## src/hdl/long_to_radix_digits_unit_defines.svh

```systemverilog
// ---------------------------------------------------------------------------
// Assertion macros for the long_to_radix_digits unit
// Shared concurrent check forms, clocked and disabled in reset.
// ---------------------------------------------------------------------------
`ifndef LONG_TO_RADIX_DIGITS_UNIT_DEFINES_SVH
`define LONG_TO_RADIX_DIGITS_UNIT_DEFINES_SVH

// same-cycle implication
`define LTRD_ASSERT_IMP(lbl, ck, rn, ante, cons, msg) \
  lbl: assert property (@(posedge ck) disable iff (!(rn)) (ante) |-> (cons)) \
    else $error(msg);

// next-cycle implication
`define LTRD_ASSERT_NXT(lbl, ck, rn, ante, cons, msg) \
  lbl: assert property (@(posedge ck) disable iff (!(rn)) (ante) |=> (cons)) \
    else $error(msg);

`endif

```

## src/hdl/ltrd_pkg.sv

```systemverilog
// ---------------------------------------------------------------------------
// ltrd_pkg
// Types and constants of the radix digit conversion unit.
// ---------------------------------------------------------------------------
package ltrd_pkg;

  localparam int DEF_VALUE_WIDTH = 32;
  localparam int RADIX_W         = 6;
  localparam int DIGIT_W         = 6;

  localparam logic [RADIX_W-1:0] RADIX_HEX = 6'd16;
  localparam logic [RADIX_W-1:0] RADIX_OCT = 6'd8;
  localparam logic [RADIX_W-1:0] RADIX_MIN = 6'd2;

  typedef enum logic [1:0] {
    KIND_DIGIT = 2'd0,
    KIND_SIGN  = 2'd1,
    KIND_ZERO  = 2'd2
  } kind_t;

  typedef enum logic [2:0] {
    ST_IDLE,
    ST_SIGN,
    ST_ZERO,
    ST_SHIFT,
    ST_DIV,
    ST_DIGIT
  } state_t;

endpackage

```

## src/hdl/ltrd_if.sv

```systemverilog
// ---------------------------------------------------------------------------
// ltrd channel interfaces
// Valid/ready channels for input items and result items.
// ---------------------------------------------------------------------------
interface ltrd_in_if #(
  parameter int VALUE_WIDTH = ltrd_pkg::DEF_VALUE_WIDTH
);
  logic                              valid;
  logic                              ready;
  logic signed [VALUE_WIDTH-1:0]     value;
  logic [ltrd_pkg::RADIX_W-1:0]      radix;
  logic                              is_signed;

  modport source (output valid, value, radix, is_signed, input ready);
  modport sink   (input valid, value, radix, is_signed, output ready);
endinterface

interface ltrd_out_if;
  logic                              valid;
  logic                              ready;
  logic [1:0]                        kind;
  logic [ltrd_pkg::DIGIT_W-1:0]      digit;
  logic                              last;

  modport source (output valid, kind, digit, last, input ready);
  modport sink   (input valid, kind, digit, last, output ready);
endinterface

```

## src/hdl/long_to_radix_digits_unit.sv

```systemverilog
// Base 16 and 8 give one digit per cycle while the output is not stalled.
// Other bases: a bit-serial restoring divider works out each digit in ST_DIV, then
//   hands it over in ST_DIGIT, which waits while the output is stalled.
// One item is in work at a time; the next is taken once its last result is registered.
// Reset: rst_n synchronous, active low; clears the state machine and output valid.
// ---------------------------------------------------------------------------
// long_to_radix_digits_unit
// Converts a value to its digit values, least significant first.
// ---------------------------------------------------------------------------
`include "long_to_radix_digits_unit_defines.svh"

module long_to_radix_digits_unit #(
  parameter int VALUE_WIDTH = ltrd_pkg::DEF_VALUE_WIDTH
) (
  input  logic         clk,
  input  logic         rst_n,
  ltrd_in_if.sink      in_ch,
  ltrd_out_if.source   out_ch
);

  localparam int W          = VALUE_WIDTH;
  localparam int HEX_DIGITS = (W + 3) / 4;
  localparam int OCT_DIGITS = (W + 2) / 3;
  localparam int HEX_REM    = W - 4 * (HEX_DIGITS - 1);
  localparam int OCT_REM    = W - 3 * (OCT_DIGITS - 1);
  localparam logic [3:0] HEX_MASK = 4'((1 << HEX_REM) - 1);
  localparam logic [2:0] OCT_MASK = 3'((1 << OCT_REM) - 1);
  localparam int BCNT_W     = $clog2(W);
  localparam int DCNT_W     = $clog2(OCT_DIGITS);
  localparam int RW         = ltrd_pkg::RADIX_W;
  localparam int DW         = ltrd_pkg::DIGIT_W;

  ltrd_pkg::state_t state_r, state_nxt;

  logic [W-1:0]      n_r, n_nxt;
  logic [DW-1:0]     rem_r, rem_nxt;
  logic [RW-1:0]     base_r, base_nxt;
  logic              hex_r, hex_nxt;
  logic [BCNT_W-1:0] bcnt_r, bcnt_nxt;
  logic [DCNT_W-1:0] dcnt_r, dcnt_nxt;

  logic              out_valid_r, out_valid_nxt;
  ltrd_pkg::kind_t   out_kind_r;
  logic [DW-1:0]     out_digit_r;
  logic              out_last_r;

  logic              in_acc;
  logic              out_free;
  logic              emit;
  ltrd_pkg::kind_t   e_kind;
  logic [DW-1:0]     e_digit;
  logic              e_last;

  logic              in_zero;
  logic              in_shift;
  logic              in_neg;
  logic              shift_lim;
  logic              shift_last;
  logic              q_zero;
  logic              bit_done;
  logic [DW:0]       trial;
  logic              trial_ge;

  assign in_ch.ready = (state_r == ltrd_pkg::ST_IDLE);
  assign in_acc      = in_ch.valid && in_ch.ready;
  assign out_free    = !out_valid_r || out_ch.ready;

  assign in_zero  = ~|in_ch.value;
  assign in_shift = (in_ch.radix == ltrd_pkg::RADIX_HEX) ||
                    (in_ch.radix == ltrd_pkg::RADIX_OCT);
  assign in_neg   = in_ch.is_signed && in_ch.value[W-1];

  assign shift_lim  = hex_r ? (dcnt_r == DCNT_W'(HEX_DIGITS - 1))
                            : (dcnt_r == DCNT_W'(OCT_DIGITS - 1));
  assign shift_last = shift_lim || (hex_r ? ~|n_r[W-1:4] : ~|n_r[W-1:3]);
  assign q_zero     = ~|n_r;
  assign bit_done   = (bcnt_r == BCNT_W'(W - 1));

  // one restoring division step
  assign trial    = {rem_r, n_r[W-1]};
  assign trial_ge = (trial >= {1'b0, base_r});

  // next state
  always_comb begin
    state_nxt = state_r;
    unique case (state_r)
      ltrd_pkg::ST_IDLE: begin
        if (in_acc) begin
          priority if (in_zero)   state_nxt = ltrd_pkg::ST_ZERO;
          else if (in_shift)      state_nxt = ltrd_pkg::ST_SHIFT;
          else if (in_neg)        state_nxt = ltrd_pkg::ST_SIGN;
          else                    state_nxt = ltrd_pkg::ST_DIV;
        end
      end
      ltrd_pkg::ST_SIGN: begin
        if (out_free) state_nxt = ltrd_pkg::ST_DIV;
      end
      ltrd_pkg::ST_ZERO: begin
        if (out_free) state_nxt = ltrd_pkg::ST_IDLE;
      end
      ltrd_pkg::ST_SHIFT: begin
        if (out_free && shift_last) state_nxt = ltrd_pkg::ST_IDLE;
      end
      ltrd_pkg::ST_DIV: begin
        if (bit_done) state_nxt = ltrd_pkg::ST_DIGIT;
      end
      ltrd_pkg::ST_DIGIT: begin
        if (out_free) state_nxt = q_zero ? ltrd_pkg::ST_IDLE : ltrd_pkg::ST_DIV;
      end
      default: state_nxt = ltrd_pkg::ST_IDLE;
    endcase
  end

  // datapath and result
  always_comb begin
    n_nxt    = n_r;
    rem_nxt  = rem_r;
    base_nxt = base_r;
    hex_nxt  = hex_r;
    bcnt_nxt = bcnt_r;
    dcnt_nxt = dcnt_r;
    emit     = 1'b0;
    e_kind   = ltrd_pkg::KIND_DIGIT;
    e_digit  = '0;
    e_last   = 1'b0;
    unique case (state_r)
      ltrd_pkg::ST_IDLE: begin
        if (in_acc) begin
          base_nxt = (in_ch.radix < ltrd_pkg::RADIX_MIN) ? ltrd_pkg::RADIX_MIN
                                                         : in_ch.radix;
          hex_nxt  = (in_ch.radix == ltrd_pkg::RADIX_HEX);
          n_nxt    = (!in_shift && in_neg) ? (~in_ch.value + W'(1))
                                           : in_ch.value;
          rem_nxt  = '0;
          bcnt_nxt = '0;
          dcnt_nxt = '0;
        end
      end
      ltrd_pkg::ST_SIGN: begin
        emit   = out_free;
        e_kind = ltrd_pkg::KIND_SIGN;
      end
      ltrd_pkg::ST_ZERO: begin
        emit   = out_free;
        e_kind = ltrd_pkg::KIND_ZERO;
        e_last = 1'b1;
      end
      ltrd_pkg::ST_SHIFT: begin
        emit   = out_free;
        e_last = shift_last;
        if (hex_r) begin
          e_digit = DW'(shift_lim ? (n_r[3:0] & HEX_MASK) : n_r[3:0]);
        end else begin
          e_digit = DW'(shift_lim ? (n_r[2:0] & OCT_MASK) : n_r[2:0]);
        end
        if (out_free) begin
          n_nxt    = hex_r ? {{4{n_r[W-1]}}, n_r[W-1:4]}
                           : {{3{n_r[W-1]}}, n_r[W-1:3]};
          dcnt_nxt = dcnt_r + DCNT_W'(1);
        end
      end
      ltrd_pkg::ST_DIV: begin
        rem_nxt  = trial_ge ? DW'(trial - {1'b0, base_r}) : trial[DW-1:0];
        n_nxt    = {n_r[W-2:0], trial_ge};
        bcnt_nxt = bcnt_r + BCNT_W'(1);
      end
      ltrd_pkg::ST_DIGIT: begin
        emit    = out_free;
        e_digit = rem_r;
        e_last  = q_zero;
        if (out_free) begin
          rem_nxt  = '0;
          bcnt_nxt = '0;
        end
      end
      default: ;
    endcase
  end

  assign out_valid_nxt = emit || (out_valid_r && !out_ch.ready);

  always_ff @(posedge clk) begin
    if (!rst_n) begin
      state_r     <= ltrd_pkg::ST_IDLE;
      out_valid_r <= 1'b0;
    end else begin
      state_r     <= state_nxt;
      out_valid_r <= out_valid_nxt;
    end
  end

  always_ff @(posedge clk) begin
    n_r    <= n_nxt;
    rem_r  <= rem_nxt;
    base_r <= base_nxt;
    hex_r  <= hex_nxt;
    bcnt_r <= bcnt_nxt;
    dcnt_r <= dcnt_nxt;
    if (emit) begin
      out_kind_r  <= e_kind;
      out_digit_r <= e_digit;
      out_last_r  <= e_last;
    end
  end

  assign out_ch.valid = out_valid_r;
  assign out_ch.kind  = out_kind_r;
  assign out_ch.digit = out_digit_r;
  assign out_ch.last  = out_last_r;

  `LTRD_ASSERT_IMP(a_rem_below_base, clk, rst_n, state_r == ltrd_pkg::ST_DIV, rem_r < base_r, "remainder not below base")
  `LTRD_ASSERT_IMP(a_sign_not_last, clk, rst_n, out_valid_r && out_kind_r == ltrd_pkg::KIND_SIGN, !out_last_r && out_digit_r == '0, "minus marker ends run")
  `LTRD_ASSERT_IMP(a_zero_alone, clk, rst_n, out_valid_r && out_kind_r == ltrd_pkg::KIND_ZERO, out_last_r && out_digit_r == '0, "zero marker not a lone result")
  `LTRD_ASSERT_NXT(a_accept_busy, clk, rst_n, in_acc, state_r != ltrd_pkg::ST_IDLE, "accepted item left no work")

endmodule

```

## src/flat_wrapper.sv

```systemverilog
// flat-port wrapper written by rule: the top's interface ports become plain ports
module long_to_radix_digits_unit_flat 
#(
  parameter int VALUE_WIDTH = ltrd_pkg::DEF_VALUE_WIDTH
)
  (clk, rst_n, in_ch_valid, in_ch_value, in_ch_radix, in_ch_is_signed, in_ch_ready, out_ch_valid, out_ch_kind, out_ch_digit, out_ch_last, out_ch_ready);
  ltrd_in_if #(.VALUE_WIDTH(VALUE_WIDTH)) in_ch_i ();
  ltrd_out_if out_ch_i ();
  input  logic clk;
  input  logic rst_n;
  input wire logic [$bits(in_ch_i.valid)-1:0] in_ch_valid;
  input wire logic [$bits(in_ch_i.value)-1:0] in_ch_value;
  input wire logic [$bits(in_ch_i.radix)-1:0] in_ch_radix;
  input wire logic [$bits(in_ch_i.is_signed)-1:0] in_ch_is_signed;
  output wire logic [$bits(in_ch_i.ready)-1:0] in_ch_ready;
  output wire logic [$bits(out_ch_i.valid)-1:0] out_ch_valid;
  output wire logic [$bits(out_ch_i.kind)-1:0] out_ch_kind;
  output wire logic [$bits(out_ch_i.digit)-1:0] out_ch_digit;
  output wire logic [$bits(out_ch_i.last)-1:0] out_ch_last;
  input wire logic [$bits(out_ch_i.ready)-1:0] out_ch_ready;
  assign in_ch_i.valid = in_ch_valid;
  assign in_ch_i.value = in_ch_value;
  assign in_ch_i.radix = in_ch_radix;
  assign in_ch_i.is_signed = in_ch_is_signed;
  assign in_ch_ready = in_ch_i.ready;
  assign out_ch_valid = out_ch_i.valid;
  assign out_ch_kind = out_ch_i.kind;
  assign out_ch_digit = out_ch_i.digit;
  assign out_ch_last = out_ch_i.last;
  assign out_ch_i.ready = out_ch_ready;
  long_to_radix_digits_unit #(.VALUE_WIDTH(VALUE_WIDTH)) u_core (.clk(clk), .rst_n(rst_n), .in_ch(in_ch_i), .out_ch(out_ch_i));
endmodule
```

## config.mk

```make
export PLATFORM = sky130hd
export DESIGN_NAME = long_to_radix_digits_unit_flat
export DESIGN_NICKNAME = d
export VERILOG_FILES = /design/src/hdl/ltrd_pkg.sv /design/src/hdl/ltrd_if.sv /design/src/hdl/long_to_radix_digits_unit.sv /design/src/flat_wrapper.sv
export VERILOG_INCLUDE_DIRS = /design/src /design/src/hdl
export SDC_FILE = /design/constraint.sdc
export NUM_CORES = 1
export LEC_CHECK = 0
export BUFFER_PORTS_ARGS = -buffer_cell sky130_fd_sc_hd__buf_2
export CAP_MARGIN = 20
export CORE_MARGIN = 3
export CORE_UTILIZATION = 29
export CTS_CLUSTER_SIZE = 24
export DETAILED_ROUTE_END_ITERATION = 8
export PLACE_DENSITY = 0.52
export RECOVER_POWER = 100
export SYNTH_ARGS = -nofsm -noshare
export SYNTH_HDL_FRONTEND = slang
export SYNTH_SLANG_ARGS = --single-unit
```

## constraint.sdc

```tcl
create_clock -name clk -period 3.3 [get_ports clk]
set_clock_uncertainty 0.05 [all_clocks]
set_input_delay 0.66 -clock clk [delete_from_list [all_inputs] [get_ports clk]]
set_output_delay 0.66 -clock clk [all_outputs]
set_load 0.05 [all_outputs]
```

==> results.md <==
* GR Util All Layers at between 10% and 20%
* Hold path cells at 2
* Worst slew pin tran at about 0.98 ns
* Die area at 17,000 um^2
* Crit Path Class: register to register
* Final setup fails at 0
* Nature of the critical path endpoint: register
* CTS Hold Bufs at 0
* ANT cells at 0
* Total congestion overflow at 0
* Async SR Flop Fraction at 0%
* Max Buffers Root-to-Sink at 2
* Clock slew at reported path FFs at 0.06 ns
* Routability cong. at ~0.8
* Post-DR wirelength/cell at 18.2 um
* CP max stage delay at 0.54 ns
* Final Hold Fails at 0
* First-pass GRT wire length at 19,500 um
* Syn nets at 509
* Max VDD drop at about 0.00024 V
* Seq/Total Area, Yosys at 44.0%
* PwrDens at 614 nW/um^2
* Post-DP HPWL at 9240 um
* Final worst path period need at 2.72 ns
* DRT Pass-1 Iters at 5
* H-tree depth at 3
* Top_reg_cell synth: edfxtp_1
* Nets at 555
* Pin count of the biggest net entering global routing at 35
* Die Width at 130 um
* FP Rows at 44
* Library cells used by synthesis at 56
* WP data required at approximately 3.3 ns
* Number of clock sinks at between 60 and 70
* Worst path top cell family by delay: buffers and inverters
* Worst hold-check path type: input port to register
* Final worst-path cycle share at 82.5%
* DR vias/cell at 5.49
* Reg-to-reg slack, setup at 0.58 ns
* Slew headroom at 34.4%
* CTS tree: yes
* Critical path depth at 6
* Post-CTS setup buffers at 0
* Final Max Tran Viols at 0
* Crit path buffers/inverters at 2
* Worst path slowest cell: dfxtp_1
* Post-DRT Antenna Nets at 0
* Status: finished, final reports clean
* Hold path start: rst_n
* CP cell instances: nor2b_1 > nand2_1 > buf_4 > nand2_1 > clkbuf_2 > o21ai_0
* Core area at about 15,000 um^2
* Worst R2R Path Depth at 6
* Unrepaired setup endpoints after global routing: false
* Number of max-cap violations at 0
* DRC viols at 0
* Aggregate routed wire length at 12,600 um
* Hold endpoint: u_core.state_r[1]$_SDFFE_PN0P_
* CP most frequent cell: nand2_1
* Synth-to-Final Area Change at 16.0%
* Mean area per synthesized cell at 9.84 um^2
* CTS buffer count at 9
* Synth Register Bits at 67
* Ports at 54
* Starting density of the core at 30.2%
* Cells after Synth at 455
* Final setup TNS at 0 ns
* Die height at 130 um
* Worst-skew pair later-pin latency at 0.33 ns
* Leak at 1.85 nW
* CTS resizes at 0
* Achievable frequency at 0.367 GHz
* Reg-to-Reg Start: u_core.state_r[1]$_SDFFE_PN0P_
* Worst EP arrival at 2.72 ns
* Mapped cell area at 4480 um^2
* Largest fanout on the critical path at 34
* Reg2reg end: u_core.n_r[18]$_DFFE_PP_
* Port buffer count at 53
* Yosys warns at 0
* Initial antenna violation count at 0
* CTS root buf: clkbuf_16
* Vias at 3,791
* Number of synthesized flops with an enable pin at 63
* Vias in the first global route at 3,584
* Final Instance Count excl. Fillers at 690
* Critical path startpoint category: register
* Starting DRT DRC Count at slightly below 300
* Share of layout cells above drive strength 1 at between 10% and 20%
* Number of instances in the placed design at 674
cell usage after synthesis, types with 2 or more instances:
cell type	count	share of area (%)
a21boi_0	3	0.50
a21o_1	3	0.50
a21oi_1	26	2.9
a22oi_1	5	0.84
a31oi_1	5	0.70
and2_1	2	0.28
and3_1	8	1.1
buf_1	3	0.25
buf_2	2	0.22
clkbuf_1	22	1.8
dfxtp_1	4	1.8
edfxtp_1	63	42
ha_1	10	2.8
inv_1	13	1.1
mux2i_1	28	6.3
nand2_1	36	3.0
nand2b_1	4	0.56
nand3_1	11	1.2
nand4_1	5	0.70
nor2_1	36	3.0
nor2b_1	9	1.3
nor3_1	10	1.1
nor4_1	13	1.8
nor4_2	3	0.84
nor4b_1	3	0.59
o211ai_1	2	0.34
o21a_1	4	0.67
o21ai_0	16	1.8
o21ai_1	16	1.8
o221ai_1	17	3.3
o22ai_1	2	0.28
o31a_1	3	0.59
o31ai_1	7	1.2
o31ai_2	2	0.56
o41ai_1	4	0.78
xnor2_1	15	2.9
xor2_1	21	4.1
kinds of logic (layout without fill, tap and decap cells):
logic type,count (synthesis),in the layout,synth area share (%)
AND/OR/NAND/NOR,151,151,17.8
AO/OA/AOI/OAI,121,121,18.0
flip-flops,67,67,44.0
adder cells (fa/ha/maj),11,11,3.24
buffers and inverters,41,92,3.66
XOR/XNOR,36,36,7.04
multiplexers,28,28,6.26
cell type report:
cell class                      instances  area, um^2
Clock buffer                            9         225
Fill cell                            1508        9610
Timing Repair Buffer                   63         305
Clock inverter                          7        75.1
Sequential cell                        67        1970
Tap cell                              184         230
Inverter                               13        48.8
Multi-Input combinational cell        347        2340
worst register-to-register path: stages, from the launching register on:
cell      delay [ns]
dfxtp_1         0.54
nor2b_1         0.53
nand2_1         0.13
buf_4           0.29
nand2_1         0.11
clkbuf_2        0.54
o21ai_0         0.25
through the flow:
| stage | instance area (um^2) | util (%) | total power, mW | hold slack, ns | setup slack [ns] |
|---|---|---|---|---|---|
| after floorplan | 4480 | - | 1.94 | 0.504 | 0.704 |
| after global placement | 4930 | 33.3 | 2.23 | 0.540 | 0.643 |
| after detailed placement | 4930 | 33.3 | 2.24 | 0.531 | 0.570 |
| after CTS | 5240 | 35.3 | 3.22 | 0.490 | 0.896 |
| after global routing | 5190 | 35.1 | 3.37 | 0.557 | 0.375 |
| final | 5190 | 35.1 | 3.19 | 0.546 | 0.578 |
cell usage in the layout, fill, tap and decap left out, types with 2 or more instances in the layout:
| cell type | n |
|---|---|
| inv_1 | 13 |
| o221ai_1 | 17 |
| nand3_1 | 11 |
| a31oi_1 | 5 |
| o31a_1 | 3 |
| o22ai_1 | 2 |
| o31ai_1 | 8 |
| a21oi_1 | 26 |
| o41ai_1 | 4 |
| nor4_1 | 13 |
| a21o_1 | 3 |
| mux2i_1 | 28 |
| nor2b_1 | 9 |
| buf_2 | 36 |
| nand4_1 | 5 |
| a22oi_1 | 5 |
| buf_4 | 5 |
| edfxtp_1 | 63 |
| clkbuf_16 | 9 |
| clkbuf_2 | 4 |
| nor4_2 | 3 |
| a21boi_0 | 3 |
| nor2_1 | 36 |
| clkinvlp_4 | 3 |
| o21a_1 | 4 |
| o211ai_1 | 2 |
| nand2_1 | 36 |
| xor2_1 | 21 |
| dfxtp_1 | 4 |
| ha_1 | 10 |
| inv_6 | 2 |
| and2_0 | 2 |
| clkbuf_1 | 18 |
| nor4b_1 | 3 |
| nor3_1 | 10 |
| and3_1 | 8 |
| o21ai_1 | 4 |
| nand2b_1 | 4 |
| xnor2_1 | 15 |
| o21ai_0 | 28 |
how the worst max path moves through the flow:
stage | from | to | slack, ns
finish | u_core.state_r[1]$_SDFFE_PN0P_ | u_core.n_r[18]$_DFFE_PP_ | 0.58
global route | u_core.state_r[1]$_SDFFE_PN0P_ | u_core.n_r[18]$_DFFE_PP_ | 0.38
global placement | in_ch_value[13] | u_core.n_r[21]$_DFFE_PP_ | 0.64
detailed placement | in_ch_value[13] | u_core.n_r[30]$_DFFE_PP_ | 0.57
floorplan | u_core.state_r[1]$_SDFFE_PN0P_ | u_core.dcnt_r[0]$_SDFFCE_PN0P_ | 0.70
CTS | u_core.state_r[1]$_SDFFE_PN0P_ | u_core.n_r[13]$_DFFE_PP_ | 0.90
per-layer routing:
metal  vias up  GRT usage, %  routed length, um
met4         0          4.89                115
met5         -             0                  0
li1       1835             -                  -
met3         9          2.70                694
met2       109          22.2               5740
met1      1838          21.7               6010
sequential cells by signal, indices dropped and copies added, names as in the netlist:
| name | flops |
|---|---|
| u_core.out_ch.last | 1 |
| u_core.out_ch.kind | 2 |
| u_core.bcnt_r | 5 |
| u_core.state_r | 3 |
| u_core.rem_r | 6 |
| u_core.dcnt_r | 4 |
| u_core.base_r | 6 |
| u_core.out_ch.digit | 6 |
| u_core.n_r | 32 |
| u_core.hex_r | 1 |
| u_core.out_ch.valid | 1 |
report_power, final:
| group | switching, mW | internal (mW) | total [mW] |
|---|---|---|---|
| Sequential | 0.207 | 1.18 | 1.39 |
| Clock | 0.382 | 0.588 | 0.970 |
| Combinational | 0.506 | 0.327 | 0.833 |
No activity file was read; power rests on OpenSTA's default activity.
